===== src/rtl/dgt_pkg.sv =====
// Shared constants, types and helpers of the depth grid triangulator.
// Depends on nothing; every other file of the block but dgt_ram imports it.
package dgt_pkg;

    // Grid and sample limits.
    localparam int MAX_COLUMNS = 1024;
    localparam int MAX_SLICES  = 1024;
    localparam int DEPTH_BITS  = 16;

    // Derived widths.
    localparam int COL_W   = $clog2(MAX_COLUMNS);
    localparam int ACT_W   = COL_W + 1;
    localparam int SLICE_W = $clog2(MAX_SLICES);
    localparam int PROD_W  = SLICE_W + ACT_W;
    localparam int IDX_W   = PROD_W + 1;
    localparam int SQ_W    = 2 * DEPTH_BITS;

    // Register and result field widths.
    localparam int CFG_COLS_W = 11;
    localparam int EDGE_W     = 33;
    localparam int VERT_W     = 20;
    localparam int FACE_W     = 21;
    localparam int SUM_W      = ((SQ_W + 1 > EDGE_W) ? SQ_W + 1 : EDGE_W) + 1;

    localparam logic [FACE_W-1:0] FACE_MAX = {FACE_W{1'b1}};

    // Register file layout and reset values.
    localparam int APB_ADDR_W = 4;
    localparam int APB_DATA_W = 64;
    localparam logic REG_COLUMNS  = 1'b0;
    localparam logic REG_MAX_EDGE = 1'b1;
    localparam logic [CFG_COLS_W-1:0] COLS_RESET = CFG_COLS_W'(1024);
    localparam logic [EDGE_W-1:0]     EDGE_RESET = EDGE_W'(2250000);

    // One grid cell after the square stage, handed to the emitter.
    typedef struct packed {
        logic              cell_ok;
        logic              frame;
        logic [PROD_W-1:0] prod;
        logic [COL_W-1:0]  col;
        logic [ACT_W-1:0]  cols;
        logic [SQ_W-1:0]   sq_ab;
        logic [SQ_W-1:0]   sq_ac;
        logic [SQ_W-1:0]   sq_bc;
        logic [SQ_W-1:0]   sq_bd;
        logic [SQ_W-1:0]   sq_cd;
    } cell_t;

    // Absolute difference of two depth samples.
    function automatic logic [DEPTH_BITS-1:0] abs_diff(
        input logic [DEPTH_BITS-1:0] p,
        input logic [DEPTH_BITS-1:0] q
    );
        abs_diff = (p > q) ? (p - q) : (q - p);
    endfunction

endpackage


===== src/rtl/dgt_cfg.sv =====
// APB register file: column count and squared edge bound, with clamping.
// Depends on dgt_pkg.
module dgt_cfg (
    input  logic                               clk,
    input  logic                               rst_n,
    input  logic                               psel,
    input  logic                               penable,
    input  logic                               pwrite,
    input  logic [dgt_pkg::APB_ADDR_W-1:0]     paddr,
    input  logic [dgt_pkg::APB_DATA_W-1:0]     pwdata,
    output logic [dgt_pkg::APB_DATA_W-1:0]     prdata,
    output logic                               pready,
    output logic [dgt_pkg::ACT_W-1:0]          cols,
    output logic [dgt_pkg::EDGE_W-1:0]         max_edge
);
    import dgt_pkg::*;

    logic [CFG_COLS_W-1:0] cols_reg;
    logic [EDGE_W-1:0]     max_edge_reg;
    logic                  wr_en;
    logic                  reg_sel;

    assign pready  = 1'b1;
    assign reg_sel = paddr[3];
    assign wr_en   = psel && penable && pwrite && pready;

    // Register writes complete in the access phase.
    always_ff @(posedge clk or negedge rst_n)
    begin
        if (!rst_n)
        begin
            cols_reg     <= COLS_RESET;
            max_edge_reg <= EDGE_RESET;
        end
        else if (wr_en)
        begin
            unique case (reg_sel)
                REG_COLUMNS:  cols_reg     <= pwdata[CFG_COLS_W-1:0];
                REG_MAX_EDGE: max_edge_reg <= pwdata[EDGE_W-1:0];
                default:      cols_reg     <= cols_reg;
            endcase
        end
    end

    // Read back.
    always_comb
    begin
        unique case (reg_sel)
            REG_COLUMNS:  prdata = APB_DATA_W'(cols_reg);
            REG_MAX_EDGE: prdata = APB_DATA_W'(max_edge_reg);
            default:      prdata = '0;
        endcase
    end

    // Column count in use is held between two and the line store size.
    always_comb
    begin
        if (int'(cols_reg) < 2)
        begin
            cols = ACT_W'(2);
        end
        else if (int'(cols_reg) > MAX_COLUMNS)
        begin
            cols = ACT_W'(MAX_COLUMNS);
        end
        else
        begin
            cols = ACT_W'(cols_reg);
        end
    end

    assign max_edge = max_edge_reg;
endmodule


===== config.mk =====
export PLATFORM = sky130hd
export DESIGN_NAME = dgt_cfg
export DESIGN_NICKNAME = d
export VERILOG_FILES = /design/src/rtl/dgt_pkg.sv /design/src/rtl/dgt_cfg.sv
export SDC_FILE = /design/constraint.sdc
export NUM_CORES = 1
export LEC_CHECK = 0
export BUFFER_PORTS_ARGS = -buffer_cell sky130_fd_sc_hd__buf_4
export CAP_MARGIN = 20
export CELL_PAD_IN_SITES_DETAIL_PLACEMENT = 2
export CELL_PAD_IN_SITES_GLOBAL_PLACEMENT = 2
export CORE_MARGIN = 4
export CORE_UTILIZATION = 23
export DETAILED_ROUTE_END_ITERATION = 12
export PLACE_DENSITY = 0.84
export SLEW_MARGIN = 10
export SYNTH_ARGS = -nofsm -noshare
export SYNTH_HDL_FRONTEND = slang
export SYNTH_SLANG_ARGS = --single-unit

===== constraint.sdc =====
create_clock -name clk -period 1.4 [get_ports clk]
set_input_delay 0.14 -clock clk [delete_from_list [all_inputs] [get_ports clk]]
set_output_delay 0.14 -clock clk [all_outputs]
set_load 0.05 [all_outputs]

[After elaboration in Yosys (flattened, before gate mapping)]
Index checks and enable logic that the tools add are counted.
Operators by class
  magnitude comparators: 2
  muxes and demuxes: 3
  bitwise logic cells: 1
  reductions and logical operators: 4
Operators with widths (number)
  case mux 64 bit (2 select lines): 1
  two-way mux 11 bit: 2
  greater-than comparator 11 bit (second input constant): 1
  less-than comparator 11 x 2 -> 1 bit (second input constant): 1
  AND reduction 2 bit: 2
  logical AND 1 bit: 2
  inverter 1 bit: 1
Storage, ports and cells
  bits in registers: 44
  bits of input ports: 73
  output and inout port bits: 109
  word-level logic and storage cells: 12

[Longest topological paths before layout]
  depth after elaboration: 3
  gate-level depth with buffers: 4
  gate-level depth less buffers: 3

[Worst setup path before layout]
No wires, ideal clock.
  path kind: register to output
  from: reg cols_reg[10]
  to: out cols[0] in the netlist's numbering
  arrival: 1.771 ns
  required time: 1.260 ns
  slack: -0.511 ns
  cell stages (with the launch flop): 3
  path buffers: 1
  cells stage by stage: dfstp_2 > clkbuf_1 > a311oi_1
On the way
  cells in the longest elaborated chain, start to end: 3
  elaborated cells between the ends (all ways): 4
  those cells by class: order compare: 2; mux: 2
RTL lines
  start: declaration: line dgt_cfg.sv:18  | logic [CFG_COLS_W-1:0] cols_reg;
  start signal: assignment: line dgt_cfg.sv:38  | REG_COLUMNS: cols_reg <= pwdata[CFG_COLS_W-1:0];
  start signal: assignment: line dgt_cfg.sv:40  | default: cols_reg <= cols_reg;
  greater-than comparator 11 bit: line dgt_cfg.sv:62  | else if (int'(cols_reg) > MAX_COLUMNS)
  two-way mux 11 bit: line dgt_cfg.sv:62
  two-way mux 11 bit (*): line dgt_cfg.sv:58  | if (int'(cols_reg) < 2)
  end: declaration: line dgt_cfg.sv:13  | output logic [dgt_pkg::ACT_W-1:0] cols,
Every way passes the cells marked *; elsewhere a longest branch is shown, timed or not.

[Worst setup path after layout]
  from: reg cols_reg[6]
  to: out cols[1] in the netlist's numbering
The elaborated chain is that of the path after synthesis.

==> summary.md <==
| Metric | Value |
|---|---|
| CTS tree | `built` |
| # diodes | `0` |
| CP Launch Type | `register` |
| Max stage delay cell, worst path | `dfrtp_1` |
| Final hold violation count | `0` |
| Final WL | `7460 um` |
| Worst path cell trace | `nor4_2, buf_4, a21oi_2, nor2_4, buf_8` |
| Power Total | `~6500 uW` |
| FFs w/ async S/R, synth | `100%` |
| Clock transition at the registers of the reported paths | `around 0.080 ns` |
| GRT Overall Usage | `between 10% and 20%` |
| Initial antenna violation count | `0` |
| Vias/cell | `3.99` |
| Die Wd | `~110 um` |
| Synth warnings | `0` |
| Max_slew headroom | `roughly three fifths` |
| Netlist cell types | `20` |
| Core Area | `approximately 0.010 mm2` |
| Cell area after synthesis | `between 0.002 and 0.0025 mm2` |
| RSZ-0062 raised after global routing | `true` |
| Pin count of the biggest net entering global routing | `between 40 and 50` |
| Commonest register cell after synthesis | `dfrtp_1` |
| Min cycle time layout | `1.60 ns` |
| DP HPWL | `approximately 5600 um` |
| Sum of negative setup slack | `-0.358 ns` |
| Drt pass-1 iters | `2` |
| Row count | `37` |
| Max-cap violations | `0` |
| Fin. max-slew vios | `0` |
| Fmax | `approximately 630 MHz` |
| Crit-path max FO | `2` |
| Port-buffer cells | `between 100 and 150` |
| Die area | `about 0.012 mm2` |
| CP top delay family | `flip-flops` |
| # DRC | `0` |
| Commonest cells post-synth | `dfrtp_1 (36), buf_4 (32), mux2_4 (30)` |
| Placed cell areas | `between 0.003 and 0.004 mm2` |
| Share of the synthesized area in the top cell type | `around 37%` |
| Peak VDD IR | `approximately 680 uV` |
| Slowest stage delay, CP | `0.41 ns` |
| Worst setup path class | `reg2out` |
| Hold crit path type | `in2reg` |
| H-tree depth | `2` |
| Setup slack after layout | `-0.200 ns` |
| Post-layout nets | `384` |
| Pwr/cell area | `1720 mW/mm2` |
| CTS root buf | `clkbuf_8` |
| Layout cells sized above 1 | `about two thirds` |
| Vias in the first global route | `a little under 2000` |
| P_leak | `0.00193 uW` |
| Yosys top cell by area | `dfrtp_1` |
| Clock skew | `0 ns` |
| Failing checks | `setup timing` |
| WL/cell | `around 17 um` |
| First-pass GRT wire length | `approximately 12000 um` |
| Final Instance Area | `approximately 0.0037 mm2` |
| Clk_lat worst skew | `roughly 0.29 ns` |
| Post-synth EDFFs | `0` |
| Worst-margin pin slew | `slightly below 0.6 ns` |
| CTS Buf Count | `5` |
| Clock buffer depth | `2` |
| Area grow syn2layout | `54.0%` |
| IO Pins | `182` |
| ANT nets after route | `0` |
| Final RePlAce weighted congestion | `approximately 0.72` |
| Routed via count | `~1800` |
| Initial drt markers | `between 40 and 50` |
| Fillers | `approximately 1100` |
| Flops & latches, synth | `44` |
| Synth Area per Inst | `~13 um2` |
| Die height | `approximately 110 um` |
| Final setup vio count | `4` |
| Status | `finished, violations left` |
| Buf/Inv on CP | `2` |
| Initial Util | `about a quarter` |
| Number of flip-flops in the largest register | `33` |
| Sequential Area | `roughly 0.0011 mm2` |
| Required time worst endpoint | `~1.3 ns` |
| Seq/Total Area, Yosys | `~46%` |
| Cell count after synthesis | `184` |
| Crit. End Element | `output pin` |
| Grt ovf | `0` |
| Arrival time worst endpoint | `around 1.5 ns` |
| Area taken by multi-input logic gates | `between 0.001 and 0.0015 mm2` |
| CTS Sinks | `44` |
| Top-count cell post-synth | `dfrtp_1` |
| Top post-synthesis cells by area | `dfrtp_1 (37%), mux2_4 (19%), mux2_2 (11%), buf_4 (9.9%), dfstp_2 (8.6%)` |
| Final period util | `114%` |
[timing repair]
| action | in CTS | in global routing |
|---|---|---|
| hold buffers | 1 | 0 |
| hold endpoints to repair | 36 | 0 |
| endpoints found under the setup margin | 13 | 19 |
| pin swaps | 1 | 1 |
| resized for setup | 37 | 17 |
| buffers inserted | 6 | 1 |
| gates cloned | 0 | 0 |
[per-layer routing]
metal | part of all wire (%) | global-route usage, % | wire [um]
met1 | 39 | 14.4 | 2910
met2 | 51 | 20.7 | 3830
met3 | 8.7 | 4.15 | 650
met4 | 0.83 | 2.46 | 62
met5 | 0 | 0 | 0
[per-stage QoR]
| stage | util, % | setup slack, ns | hold slack [ns] | std cells |
|---|---|---|---|---|
| 2_1_floorplan | - | -0.274 | -0.156 | 214 |
| 3_3_place_gp | 33.0 | 0.0263 | 0.177 | 435 |
| 3_5_place_dp | 33.0 | 0.0353 | 0.190 | 435 |
| 4_1_cts | 35.7 | -0.194 | 0.0609 | 448 |
| 5_1_grt | 36.3 | -0.296 | 0.0569 | 448 |
| 6_report | 36.3 | -0.200 | 0.0737 | 448 |
[cell usage in the layout (no fill, tap or decap)]
cell type,instances
inv_1,2
mux2_4,35
nor2_4,1
clkbuf_1,2
a311oi_2,1
conb_1,32
o21ai_0,1
nand4_4,1
o21ai_1,1
nor2b_1,2
dfstp_2,8
buf_6,14
buf_4,104
a21oi_2,1
dlygate4sd3_1,1
clkbuf_8,6
buf_12,4
nand4b_4,1
nor2b_4,6
dfrtp_1,36
and2_1,22
buf_8,9
nand2_1,2
mux2_2,18
nor4_2,2
[kinds of logic (layout without fill, tap and decap cells)]
kind of cell           count (synthesis)  count (layout)  synth area share, %
flip-flops                            44              44                 45.7
AO/OA/AOI/OAI                          4               4                0.977
AND/OR/NAND/NOR                       37              37                 10.5
other                                  2              32                0.309
buffers and inverters                 44             142                 13.3
multiplexers                          53              53                 29.2
[worst reg2reg max path, delay by kind of cell (launching register included)]
family	cells	cell delay (ns)
buf+inv	1	0.17
flops	1	0.60
mux	1	0.16
[layout make-up]
| class | instances | share of cell area (%) |
|---|---|---|
| clock buffer | 8 | 2.40 |
| inverter | 2 | 0.200 |
| sequential | 44 | 29.7 |
| multi-input combinational | 126 | 32.1 |
| tap | 136 | 4.54 |
| timing repair buffer | 132 | 31.1 |
[path summary, 6_finish.rpt]
check / start / endpoint / slack [ns] / depth (start not counted)
max: cols_reg[6]$_DFFE_PN0P_ / cols[1] / -0.20 / 5
min: pwdata[21] / max_edge[21]$_DFFE_PN1P_ / 0.07 / 2
max reg2reg: cols_reg[10]$_DFFE_PN1P_ / cols_reg[10]$_DFFE_PN1P_ / 0.42 / 2
min reg2reg: cols_reg[0]$_DFFE_PN0P_ / cols_reg[0]$_DFFE_PN0P_ / 0.52 / 1
max in group asynchronous: rst_n / cols_reg[2]$_DFFE_PN0P_ / 0.61 / 2
min in group asynchronous: rst_n / max_edge[22]$_DFFE_PN0P_ / 0.40 / 2
[power by group]
part           internal, uW  switching [uW]
Combinational          1420            2370
Sequential             1590             253
Clock                   403             425
Total                  3410            3050
Power figures use the tool's default switching activity.
