==> src/rtl/dgt_pkg.sv <==
// Shared constants, types and helpers of the depth grid triangulator.
// Depends on nothing; every other file of the block but dgt_ram imports it.
package dgt_pkg;

    // Grid and sample limits.
    localparam int MAX_COLUMNS = 1024;
    localparam int MAX_SLICES  = 1024;
    localparam int DEPTH_BITS  = 16;

    // Derived widths.
    localparam int COL_W   = $clog2(MAX_COLUMNS);
    localparam int ACT_W   = COL_W + 1;
    localparam int SLICE_W = $clog2(MAX_SLICES);
    localparam int PROD_W  = SLICE_W + ACT_W;
    localparam int IDX_W   = PROD_W + 1;
    localparam int SQ_W    = 2 * DEPTH_BITS;

    // Register and result field widths.
    localparam int CFG_COLS_W = 11;
    localparam int EDGE_W     = 33;
    localparam int VERT_W     = 20;
    localparam int FACE_W     = 21;
    localparam int SUM_W      = ((SQ_W + 1 > EDGE_W) ? SQ_W + 1 : EDGE_W) + 1;

    localparam logic [FACE_W-1:0] FACE_MAX = {FACE_W{1'b1}};

    // Register file layout and reset values.
    localparam int APB_ADDR_W = 4;
    localparam int APB_DATA_W = 64;
    localparam logic REG_COLUMNS  = 1'b0;
    localparam logic REG_MAX_EDGE = 1'b1;
    localparam logic [CFG_COLS_W-1:0] COLS_RESET = CFG_COLS_W'(1024);
    localparam logic [EDGE_W-1:0]     EDGE_RESET = EDGE_W'(2250000);

    // One grid cell after the square stage, handed to the emitter.
    typedef struct packed {
        logic              cell_ok;
        logic              frame;
        logic [PROD_W-1:0] prod;
        logic [COL_W-1:0]  col;
        logic [ACT_W-1:0]  cols;
        logic [SQ_W-1:0]   sq_ab;
        logic [SQ_W-1:0]   sq_ac;
        logic [SQ_W-1:0]   sq_bc;
        logic [SQ_W-1:0]   sq_bd;
        logic [SQ_W-1:0]   sq_cd;
    } cell_t;

    // Absolute difference of two depth samples.
    function automatic logic [DEPTH_BITS-1:0] abs_diff(
        input logic [DEPTH_BITS-1:0] p,
        input logic [DEPTH_BITS-1:0] q
    );
        abs_diff = (p > q) ? (p - q) : (q - p);
    endfunction

endpackage

==> src/rtl/dgt_out_if.sv <==
// Triangle channel of the depth grid triangulator: valid, ready and one face.
// Depends on dgt_pkg.
interface dgt_out_if;
    import dgt_pkg::*;

    logic              valid;
    logic              ready;
    logic [VERT_W-1:0] vertex_a;
    logic [VERT_W-1:0] vertex_b;
    logic [VERT_W-1:0] vertex_c;
    logic [FACE_W-1:0] face_number;
    logic              last;

    modport source (output valid, output vertex_a, output vertex_b, output vertex_c,
                    output face_number, output last, input ready);
    modport sink (input valid, input vertex_a, input vertex_b, input vertex_c,
                  input face_number, input last, output ready);
endinterface

==> src/rtl/dgt_emit.sv <==
// Edge test, vertex numbering, face counter and the triangle output register.
// Depends on dgt_pkg and dgt_out_if.
module dgt_emit (
    input  logic                       clk,
    input  logic                       rst_n,
    input  logic [dgt_pkg::EDGE_W-1:0] max_edge,
    input  logic                       cell_valid,
    input  dgt_pkg::cell_t             cell_data,
    output logic                       cell_take,
    dgt_out_if.source                  out
);
    import dgt_pkg::*;

    cell_t             s2_reg;
    logic              s2_valid_reg;
    logic              phase_reg;
    logic [FACE_W-1:0] face_reg;

    logic              out_valid_reg;
    logic [VERT_W-1:0] va_reg;
    logic [VERT_W-1:0] vb_reg;
    logic [VERT_W-1:0] vc_reg;
    logic [FACE_W-1:0] face_out_reg;
    logic              last_reg;

    logic              e_ab;
    logic              e_ac;
    logic              e_bc;
    logic              e_bd;
    logic              e_cd;
    logic              t1;
    logic              t2;
    logic              cur1;
    logic              cur2;
    logic              has_tri;
    logic              out_free;
    logic              push;
    logic              last_tri;
    logic              retire;
    logic              load;
    logic [IDX_W-1:0]  ia;
    logic [IDX_W-1:0]  ib;
    logic [IDX_W-1:0]  ic;
    logic [IDX_W-1:0]  id;

    // Squared edge length strictly below the bound.
    function automatic logic edge_below(
        input logic [SQ_W-1:0]   sq,
        input logic [1:0]        planar,
        input logic [EDGE_W-1:0] lim
    );
        edge_below = (SUM_W'(sq) + SUM_W'(planar)) < SUM_W'(lim);
    endfunction

    assign e_ab = edge_below(s2_reg.sq_ab, 2'd1, max_edge);
    assign e_ac = edge_below(s2_reg.sq_ac, 2'd1, max_edge);
    assign e_bc = edge_below(s2_reg.sq_bc, 2'd2, max_edge);
    assign e_bd = edge_below(s2_reg.sq_bd, 2'd1, max_edge);
    assign e_cd = edge_below(s2_reg.sq_cd, 2'd1, max_edge);

    assign t1 = s2_reg.cell_ok && e_ab && e_ac && e_bc;
    assign t2 = s2_reg.cell_ok && e_bc && e_bd && e_cd;

    // Vertex indices of the cell corners.
    assign ia = IDX_W'(s2_reg.prod) + IDX_W'(s2_reg.col) - IDX_W'(1);
    assign ib = ia + IDX_W'(1);
    assign ic = ia + IDX_W'(s2_reg.cols);
    assign id = ic + IDX_W'(1);

    // One triangle per cycle while the output register is free: the first, then the second where both pass.
    assign cur1     = s2_valid_reg && !phase_reg && t1;
    assign cur2     = s2_valid_reg && (phase_reg || !t1) && t2;
    assign has_tri  = cur1 || cur2;
    assign out_free = !out_valid_reg || out.ready;
    assign push     = has_tri && out_free;
    assign last_tri = cur2 || (cur1 && !t2);
    assign retire   = s2_valid_reg && (!has_tri || (push && last_tri));
    assign cell_take = !s2_valid_reg || retire;
    assign load     = cell_valid && cell_take;

    // Emit stage and face counter control.
    always_ff @(posedge clk or negedge rst_n)
    begin
        if (!rst_n)
        begin
            s2_valid_reg  <= 1'b0;
            phase_reg     <= 1'b0;
            face_reg      <= '0;
            out_valid_reg <= 1'b0;
        end
        else
        begin
            if (load)
            begin
                s2_valid_reg <= 1'b1;
            end
            else if (retire)
            begin
                s2_valid_reg <= 1'b0;
            end

            if (load || retire)
            begin
                phase_reg <= 1'b0;
            end
            else if (push && cur1)
            begin
                phase_reg <= 1'b1;
            end

            // A new map restarts the numbering; otherwise count up and hold at full.
            if (load && cell_data.frame)
            begin
                face_reg <= '0;
            end
            else if (push && (face_reg != FACE_MAX))
            begin
                face_reg <= face_reg + FACE_W'(1);
            end

            if (push)
            begin
                out_valid_reg <= 1'b1;
            end
            else if (out.ready)
            begin
                out_valid_reg <= 1'b0;
            end
        end
    end

    // Cell and triangle payloads.
    always_ff @(posedge clk)
    begin
        if (load)
        begin
            s2_reg <= cell_data;
        end
        if (push)
        begin
            va_reg       <= cur1 ? ia[VERT_W-1:0] : ib[VERT_W-1:0];
            vb_reg       <= cur1 ? ib[VERT_W-1:0] : ic[VERT_W-1:0];
            vc_reg       <= cur1 ? ic[VERT_W-1:0] : id[VERT_W-1:0];
            face_out_reg <= face_reg;
            last_reg     <= last_tri;
        end
    end

    assign out.valid       = out_valid_reg;
    assign out.vertex_a    = va_reg;
    assign out.vertex_b    = vb_reg;
    assign out.vertex_c    = vc_reg;
    assign out.face_number = face_out_reg;
    assign out.last        = last_reg;

`ifndef SYNTH
    // After the first of two triangles the stage waits on the second.
    a_phase_set: assert property (@(posedge clk) disable iff (!rst_n)
        (push && cur1 && t2) |=> phase_reg)
        else $error("second triangle not pending after first transfer");

    // The second-triangle phase exists only for a held cell whose second triangle passes.
    a_phase_cell: assert property (@(posedge clk) disable iff (!rst_n)
        phase_reg |-> (s2_valid_reg && t2))
        else $error("second-triangle phase without a passing cell");

    // A stalled result is never overwritten.
    a_no_overwrite: assert property (@(posedge clk) disable iff (!rst_n)
        (out_valid_reg && !out.ready) |-> !push)
        else $error("output register overwritten while stalled");

    // Each emitted face advances the counter by one unless full or restarted.
    a_face_step: assert property (@(posedge clk) disable iff (!rst_n)
        (push && !(load && cell_data.frame) && (face_reg != FACE_MAX))
        |=> (face_reg == $past(face_reg) + FACE_W'(1)))
        else $error("face counter did not advance");
`endif
endmodule

==> src/flat_wrapper.sv <==
// flat-port wrapper written by rule: the top's interface ports become plain ports
module dgt_emit_flat import dgt_pkg::*;
  (clk, rst_n, max_edge, cell_valid, cell_data, cell_take, out_valid, out_vertex_a, out_vertex_b, out_vertex_c, out_face_number, out_last, out_ready);
  dgt_out_if out_i ();
  input  logic clk;
  input  logic rst_n;
  input  logic [dgt_pkg::EDGE_W-1:0] max_edge;
  input  logic cell_valid;
  input  dgt_pkg::cell_t cell_data;
  output logic cell_take;
  output wire logic [$bits(out_i.valid)-1:0] out_valid;
  output wire logic [$bits(out_i.vertex_a)-1:0] out_vertex_a;
  output wire logic [$bits(out_i.vertex_b)-1:0] out_vertex_b;
  output wire logic [$bits(out_i.vertex_c)-1:0] out_vertex_c;
  output wire logic [$bits(out_i.face_number)-1:0] out_face_number;
  output wire logic [$bits(out_i.last)-1:0] out_last;
  input wire logic [$bits(out_i.ready)-1:0] out_ready;
  assign out_valid = out_i.valid;
  assign out_vertex_a = out_i.vertex_a;
  assign out_vertex_b = out_i.vertex_b;
  assign out_vertex_c = out_i.vertex_c;
  assign out_face_number = out_i.face_number;
  assign out_last = out_i.last;
  assign out_i.ready = out_ready;
  dgt_emit u_core (.clk(clk), .rst_n(rst_n), .max_edge(max_edge), .cell_valid(cell_valid), .cell_data(cell_data), .cell_take(cell_take), .out(out_i));
endmodule
==> config.mk <==
export PLATFORM = sky130hd
export DESIGN_NAME = dgt_emit_flat
export DESIGN_NICKNAME = d
export VERILOG_FILES = /design/src/rtl/dgt_pkg.sv /design/src/rtl/dgt_out_if.sv /design/src/rtl/dgt_emit.sv /design/src/flat_wrapper.sv
export SDC_FILE = /design/constraint.sdc
export NUM_CORES = 1
export LEC_CHECK = 0
export ABC_CLOCK_PERIOD_IN_PS = 8400
export BUFFER_PORTS_ARGS = -buffer_cell sky130_fd_sc_hd__buf_4
export CELL_PAD_IN_SITES_DETAIL_PLACEMENT = 0
export CELL_PAD_IN_SITES_GLOBAL_PLACEMENT = 1
export CORE_UTILIZATION = 41
export DETAILED_ROUTE_END_ITERATION = 10
export PLACE_DENSITY = 0.89
export REMOVE_ABC_BUFFERS = 1
export SYNTH_ARGS = -nofsm -noshare
export SYNTH_HDL_FRONTEND = slang
export SYNTH_SLANG_ARGS = --single-unit
==> constraint.sdc <==
create_clock -name clk -period 8.4 [get_ports clk]
set_input_delay 1.68 -clock clk [delete_from_list [all_inputs] [get_ports clk]]
set_output_delay 1.68 -clock clk [all_outputs]
set_load 0.05 [all_outputs]
Word level (Yosys, flattened, before mapping)
Cells that the tools add are included.
{"block": "word_totals", "in_bits": 241, "regBits": 308}
{"block": "op_classes", "addsub": 11, "reduce_logical": 35, "order_cmp": 5, "muxes": 11, "eq_ne": 1}
{"cell": "$lt 34x33->1", "count": 5}
{"cell": "$add 32x1->33 const B", "count": 4}
{"cell": "$mux 20", "count": 3}
{"cell": "$mux 21", "count": 2}
{"cell": "$add 20x1->20 const B", "count": 2}
{"cell": "$add 32x2->33 const B", "count": 1}
{"cell": "$add 21x1->21 const B", "count": 1}
{"cell": "$ne 21x21->1 const B", "count": 1}
{"cell": "$add 20x10->20", "count": 1}
{"cell": "$add 20x11->20", "count": 1}
{"cell": "$sub 20x1->20 const B", "count": 1}
{"cell": "$logic_and 1x1->1", "count": 18}
{"cell": "$reduce_bool 2->1", "count": 4}
{"cell": "$logic_or 1x1->1", "count": 7}
{"cell": "$logic_not 1->1", "count": 6}
{"cell": "$mux 1", "count": 6}

Logic depth before layout (Yosys ltp)
{"block": "depth", "word_depth": 18, "ltp_mapped": 22}

Least setup slack after synthesis
No wires, ideal clock.
{"block": "synth_timing", "path_type": "register to register", "start": "register u_core.s2_reg[130] (netlist name)", "end": "register u_core.s2_reg[0] (netlist name), enable pin", "arrival_time_ns": 8.835, "period_less_slack_ns": 9.422, "path_buffers": 0, "path_stages_with_launch": 20, "setup_slack_ns": -1.022, "cell_sequence": "edfxtp_1 -> and3_1 -> and3_1 -> and2_1 -> nand2_1 -> nor2_1 -> inv_1 -> nor3_1 -> and4_1 -> nand4_1 -> xnor2_1 -> ha_1 -> nand3_1 -> or4_1 -> or2_2 -> o311a_1 -> nand3_1 -> maj3_1 -> nand2b_1 -> and2_1"}
{"block": "synth_between", "elab_chain_cells": 16}
{"element": "start: declaration", "line": "dgt_emit.sv:14", "rtl": "cell_t s2_reg;"}
{"element": "start signal: assignment", "line": "dgt_emit.sv:137", "rtl": "s2_reg <= cell_data;"}
{"element": "$add 32x1->33 *", "line": "dgt_emit.sv:52", "rtl": "edge_below = (SUM_W'(sq) + SUM_W'(planar)) < SUM_W'(lim);"}
{"element": "$lt 34x33->1 *", "line": "dgt_emit.sv:52"}
{"element": "$logic_and 1x1->1 * (3 in a row)", "line": "dgt_emit.sv:61", "rtl": "assign t1 = s2_reg.cell_ok && e_ab && e_ac && e_bc;"}
{"element": "$logic_not 1->1", "line": "dgt_emit.sv:72", "rtl": "assign cur2 = s2_valid_reg && (phase_reg || !t1) && t2;"}
{"element": "$logic_or 1x1->1", "line": "dgt_emit.sv:72"}
{"element": "$logic_and 1x1->1 (2 in a row)", "line": "dgt_emit.sv:72"}
{"element": "$logic_or 1x1->1", "line": "dgt_emit.sv:73", "rtl": "assign has_tri = cur1 || cur2;"}
{"element": "$logic_and 1x1->1", "line": "dgt_emit.sv:75", "rtl": "assign push = has_tri && out_free;"}
{"element": "$logic_and 1x1->1", "line": "dgt_emit.sv:77", "rtl": "assign retire = s2_valid_reg && (!has_tri || (push && last_tri));"}
{"element": "$logic_or 1x1->1 *", "line": "dgt_emit.sv:77"}
{"element": "$logic_and 1x1->1 *", "line": "dgt_emit.sv:77"}
{"element": "$logic_or 1x1->1 *", "line": "dgt_emit.sv:78", "rtl": "assign cell_take = !s2_valid_reg || retire;"}
{"element": "named net cell_take", "line": "flat_wrapper.sv:10", "rtl": "output logic cell_take;"}
{"element": "$logic_and 1x1->1 *", "line": "dgt_emit.sv:79", "rtl": "assign load = cell_valid && cell_take;"}
{"element": "named net u_core.load", "line": "dgt_emit.sv:40", "rtl": "logic load;"}
Mark *: on every way through the listed nets, which the timed path passes. The rest lies on a longest branch.
A chain may end at the register's enable or synchronous reset.

Worst setup path in the final report
{"block": "layout_timing", "start": "register u_core.s2_reg[2] (netlist name)", "end": "output port cell_take"}
{"block": "layout_between", "elab_chain_cells": 10}
{"element": "$add 32x1->33 *", "line": "dgt_emit.sv:52"}
{"element": "$lt 34x33->1 *", "line": "dgt_emit.sv:52"}
{"element": "$logic_and 1x1->1 *", "line": "dgt_emit.sv:62", "rtl": "assign t2 = s2_reg.cell_ok && e_bc && e_bd && e_cd;"}
{"element": "$logic_and 1x1->1 or $logic_not 1->1 (tied branches)", "line": "dgt_emit.sv:72, dgt_emit.sv:76"}
{"element": "$logic_or 1x1->1 or $logic_and 1x1->1 (tied branches)", "line": "dgt_emit.sv:73, dgt_emit.sv:76"}
{"element": "$logic_and 1x1->1 or $logic_or 1x1->1 (tied branches)", "line": "dgt_emit.sv:75, dgt_emit.sv:76"}
{"element": "$logic_and 1x1->1", "line": "dgt_emit.sv:77"}
{"element": "$logic_or 1x1->1 *", "line": "dgt_emit.sv:77"}
{"element": "$logic_and 1x1->1 *", "line": "dgt_emit.sv:77"}
{"element": "$logic_or 1x1->1 *", "line": "dgt_emit.sv:78"}
{"element": "end: declaration", "line": "flat_wrapper.sv:10"}
Mark *: on every way between the ends. The rest lies on a longest branch, timed or not.

==> impl_results.md <==
* Critical path type: flip-flop to primary output
* Clk slew on worst S/H paths at 0.06 ns
* Filler cell count at 4037
* Last weighted congestion value of the routability-driven placer at 0.8819
* Height of the die at 217.8 um
* Pre-CTS setup slack at 1.297 ns
* Die Area at 47440 um2
* Unique masters post-synth at 77
* Mean area per synthesized cell at 10.97 um2
* Vias per inst at 5.397
* Netlist Area Pre-Place at 19100 um2
* Unrepaired setup endpoints after global routing: false
* Cts repair resizes at 0
* Worst IR drop on VDD at 0.0001687 V
* Peak per-stage delay on the critical path at 0.47 ns
* H-Tree Level Count at 2
* Mean routed wirelength per cell at 18.46 um
* Initial standard-cell utilization of the core at 41.81%
* Count of flip-flops with a built-in enable after synthesis at 284
* Worst Reg-to-Reg Cells at 21
* Clock latency reported for the late side of the worst-skew pair at 0.55 ns
* Hold Path Cell Cnt at 0
* Clock Tree Root: clkbuf_16
* Crit path setup slack, layout at 0.6258 ns
* DRC at 0
* Sinks on Clock Net at 308
* Number of global-route vias before repair at 14418
* Largest net degree at the start of global routing at 80
* Async set-reset flop share out of synthesis at 7.792%
* Endpoint of the worst-slack reg-to-reg timing path: u_core.s2_reg[4]$_DFFE_PP_
* Initial DRT Pass Iterations at 6
* Type of element capturing the critical path: primary output
* Global route total overflow at 0
* Detail Placement HPWL at 38890 um
* Leakage component of the power at 9.626 nW
* Power density over the cells at 217.0 nW/um2
* Global-route wire length before repair at 77000 um
* Wire length after detailed routing at 50150 um
* Startpoint Class: flip-flop
* Number of hold-repair buffers added at the cts stage at 0
* Hold Violations, Final at 0
* Boundary Pins at 325
* Vias after detailed routing at 14664
* Flip-flop count of the largest register, all copies and words added at 202
* Minimum setup slack among reg-to-reg paths at 1.56 ns
* Maximum clock frequency at 0.1286 GHz
* Net total in the final layout at 2539
* Crit-path max FO at 12
* Antenna violations before repair at 5
* Setup clock skew after layout at 0.02375 ns
* Most instantiated flip-flop cell in the synthesis netlist: edfxtp_1
* Detailed Route Iter0 Violations at 853
* Slew HR at 21.29%
* Warnings, synthesis at 0
* Tcrit/Tclk final at 92.55%
* Minimum clock period after layout at 7.774 ns
* Standard-cell rows at 78
* Proportion of layout cells with a drive suffix above 1 at 18.77%
* Number of slew-limit violations in the final report at 0
* Cell with the most instances on the worst path: nand4_1
* Type of the most critical hold path: flip-flop to flip-flop
* Floorplan Core Area at 45670 um2
* Sequential cell area fraction in the yosys report at 47.81%
* Post-CTS Repair Setup Buffers at 0
* Register area at 9129 um2
* Launch instance of the worst min-delay path: u_core.face_reg[11]$_DFFE_PN0P_
* Number of max-cap violations at 0
* Final standard cell utilization of the core at 51.26%
* Required time of the critical path at 6.72 ns
* CP max-delay cell: or3_1
* Clock tree from TritonCTS: yes
* Most frequent cells in the layout: buf_4, edfxtp_1, ha_1, xnor2_1, nand2_1
* Worst r2r src: u_core.s2_reg[2]$_DFFE_PP_
* Gate count after technology mapping at 1740
* Data arrival time of the worst path at 6.09 ns
* Hold EP: u_core.out.face_number[11]$_DFFE_PP_
* Area of the multi-input gates at 9447 um2
* Area added between synthesis and finish at 22.61%
* Commonest non-fill, non-tap cell in the layout: buf_4
* Aggregate global-route resource usage at 20.98%
* Run status: finished, final reports clean
* Bufs on Longest Clock Path at 3
* Number of buffers inserted by port buffering at 323
* Die outline width at 217.8 um
* Slew at the pin closest to its max-slew limit at 1.166 ns
* Cts bufs inserted at 36
* Total of flip-flops plus latches after synthesis at 308
* Final count of negative-setup-slack endpoints at 0
* Number of nets with antenna violations after routing at 0
* Chain of cells forming the critical path: and3_1 -> and4_1 -> and4_1 -> inv_1 -> nor2_1 -> nand4_1 -> nor2_1 -> nand3_1 -> xnor2_1 -> ha_1 -> nand4_1 -> nor3_1 -> nand4_1 -> or3_1 -> a31oi_1 -> or4_1 -> a211o_1 -> maj3_1 -> nand2b_1 -> buf_4
-- critical path, delay by kind of cell, from the launching register on --
| kind | cells | cell delay (ns) |
|---|---|---|
| and+or+nand+nor | 13 | 3.31 |
| AOI/OAI and AO/OA | 2 | 0.82 |
| adders and majority gates | 2 | 0.57 |
| DFF | 1 | 0.40 |
| buffers and inverters | 2 | 0.27 |
| xor gates and xnor gates | 1 | 0.15 |
-- how the worst max path moves through the flow --
stage	from	slack [ns]	to
2_1_floorplan	u_core.s2_reg[130]$_DFFE_PP_	-1.24	u_core.s2_reg[0]$_DFFE_PP_
3_3_place_gp	u_core.s2_reg[0]$_DFFE_PP_	1.37	cell_take
3_5_place_dp	u_core.s2_reg[0]$_DFFE_PP_	1.30	cell_take
4_1_cts	u_core.s2_reg[2]$_DFFE_PP_	0.69	cell_take
5_1_grt	u_core.s2_reg[130]$_DFFE_PP_	0.22	cell_take
6_report	u_core.s2_reg[2]$_DFFE_PP_	0.63	cell_take
-- final cells by class --
type                            instances  area share, %
Tap cell                              600          3.206
Timing Repair Buffer                  327          10.65
Clock inverter                         17         0.7375
Sequential cell                       308          38.99
Antenna cell                            2        0.02138
Inverter                              124          1.988
Clock buffer                           47          4.067
Multi-Input combinational cell       1292          40.35
-- cells in the mapped netlist (3+ instances only) --
cell type    n  area, um2
a221oi_1     3      26.28
a2111oi_1    3      30.03
and2_1      14      87.58
or2_2        5      31.28
o31ai_1      7      52.55
a31oi_1      3      18.77
edfxtp_1   284       8528
nand3_1    105      525.5
nor4_1      10      62.56
ha_1       207       2590
xor2_1      61      534.3
and3_1      39      244.0
nand2_1    128      480.5
o21a_1      11      82.58
clkbuf_1    14      52.55
inv_1      124      465.5
or3_1       10      62.56
a21oi_1     90      450.4
nand3b_1     6      45.04
a21boi_0     8      60.06
nand2b_1    10      62.56
o21ai_1      3      15.01
a21o_1      34      255.2
o21ai_0     47      235.2
nor2_1     105      394.1
and4_1      14      122.6
or4_1        7      52.55
nand4_1     61      381.6
xnor2_1    177       1550
a211o_1      5      43.79
o211ai_1    10      75.07
nor3_1      30      150.1
nor2b_1      8      50.05
dfrtp_1     24      600.6
a211oi_1    18      135.1
-- routing by layer --
metal  track usage (%)  up-vias  share of wire, %
li1                  -     7130                 -
met1             28.65     6939                46
met2             33.38      482                45
met3             3.445      109               6.2
met4             7.879        4               3.2
met5                 0        -             0.046
-- through the flow --
step	TNS [ns]	total power [mW]	cell area (um2)	hold WS (ns)	std cells
after floorplan	-251.15	3.096	19030	0.4396	1724
after global placement	0	3.529	22280	0.4765	2651
after detailed placement	0	3.571	22280	0.4740	2651
after CTS	0	5.121	23410	0.4935	2715
after global routing	0	5.335	23410	0.4998	2717
final	0	5.081	23410	0.4864	2717
-- power by group --
part / internal (mW) / total [mW] / switching (mW)
combinational: 0.571 / 1.56 / 0.985
clock: 0.893 / 1.53 / 0.633
sequential: 1.91 / 2.00 / 0.0926
total: 3.37 / 5.08 / 1.71
-- logic make-up (layout without fill, tap and decap cells) --
| logic type | after synthesis | in the layout | share of synthesized area (%) |
|---|---|---|---|
| simple gates | 569 | 569 | 15.25 |
| flops | 308 | 308 | 47.81 |
| fa+ha+maj | 210 | 210 | 13.83 |
| compound gates | 273 | 273 | 9.317 |
| buf+inv | 140 | 515 | 2.778 |
| mux | 2 | 2 | 0.1048 |
| other cells | 0 | 2 | 0 |
| xor+xnor | 238 | 238 | 10.92 |
No activity file was read; power rests on OpenSTA's default activity.
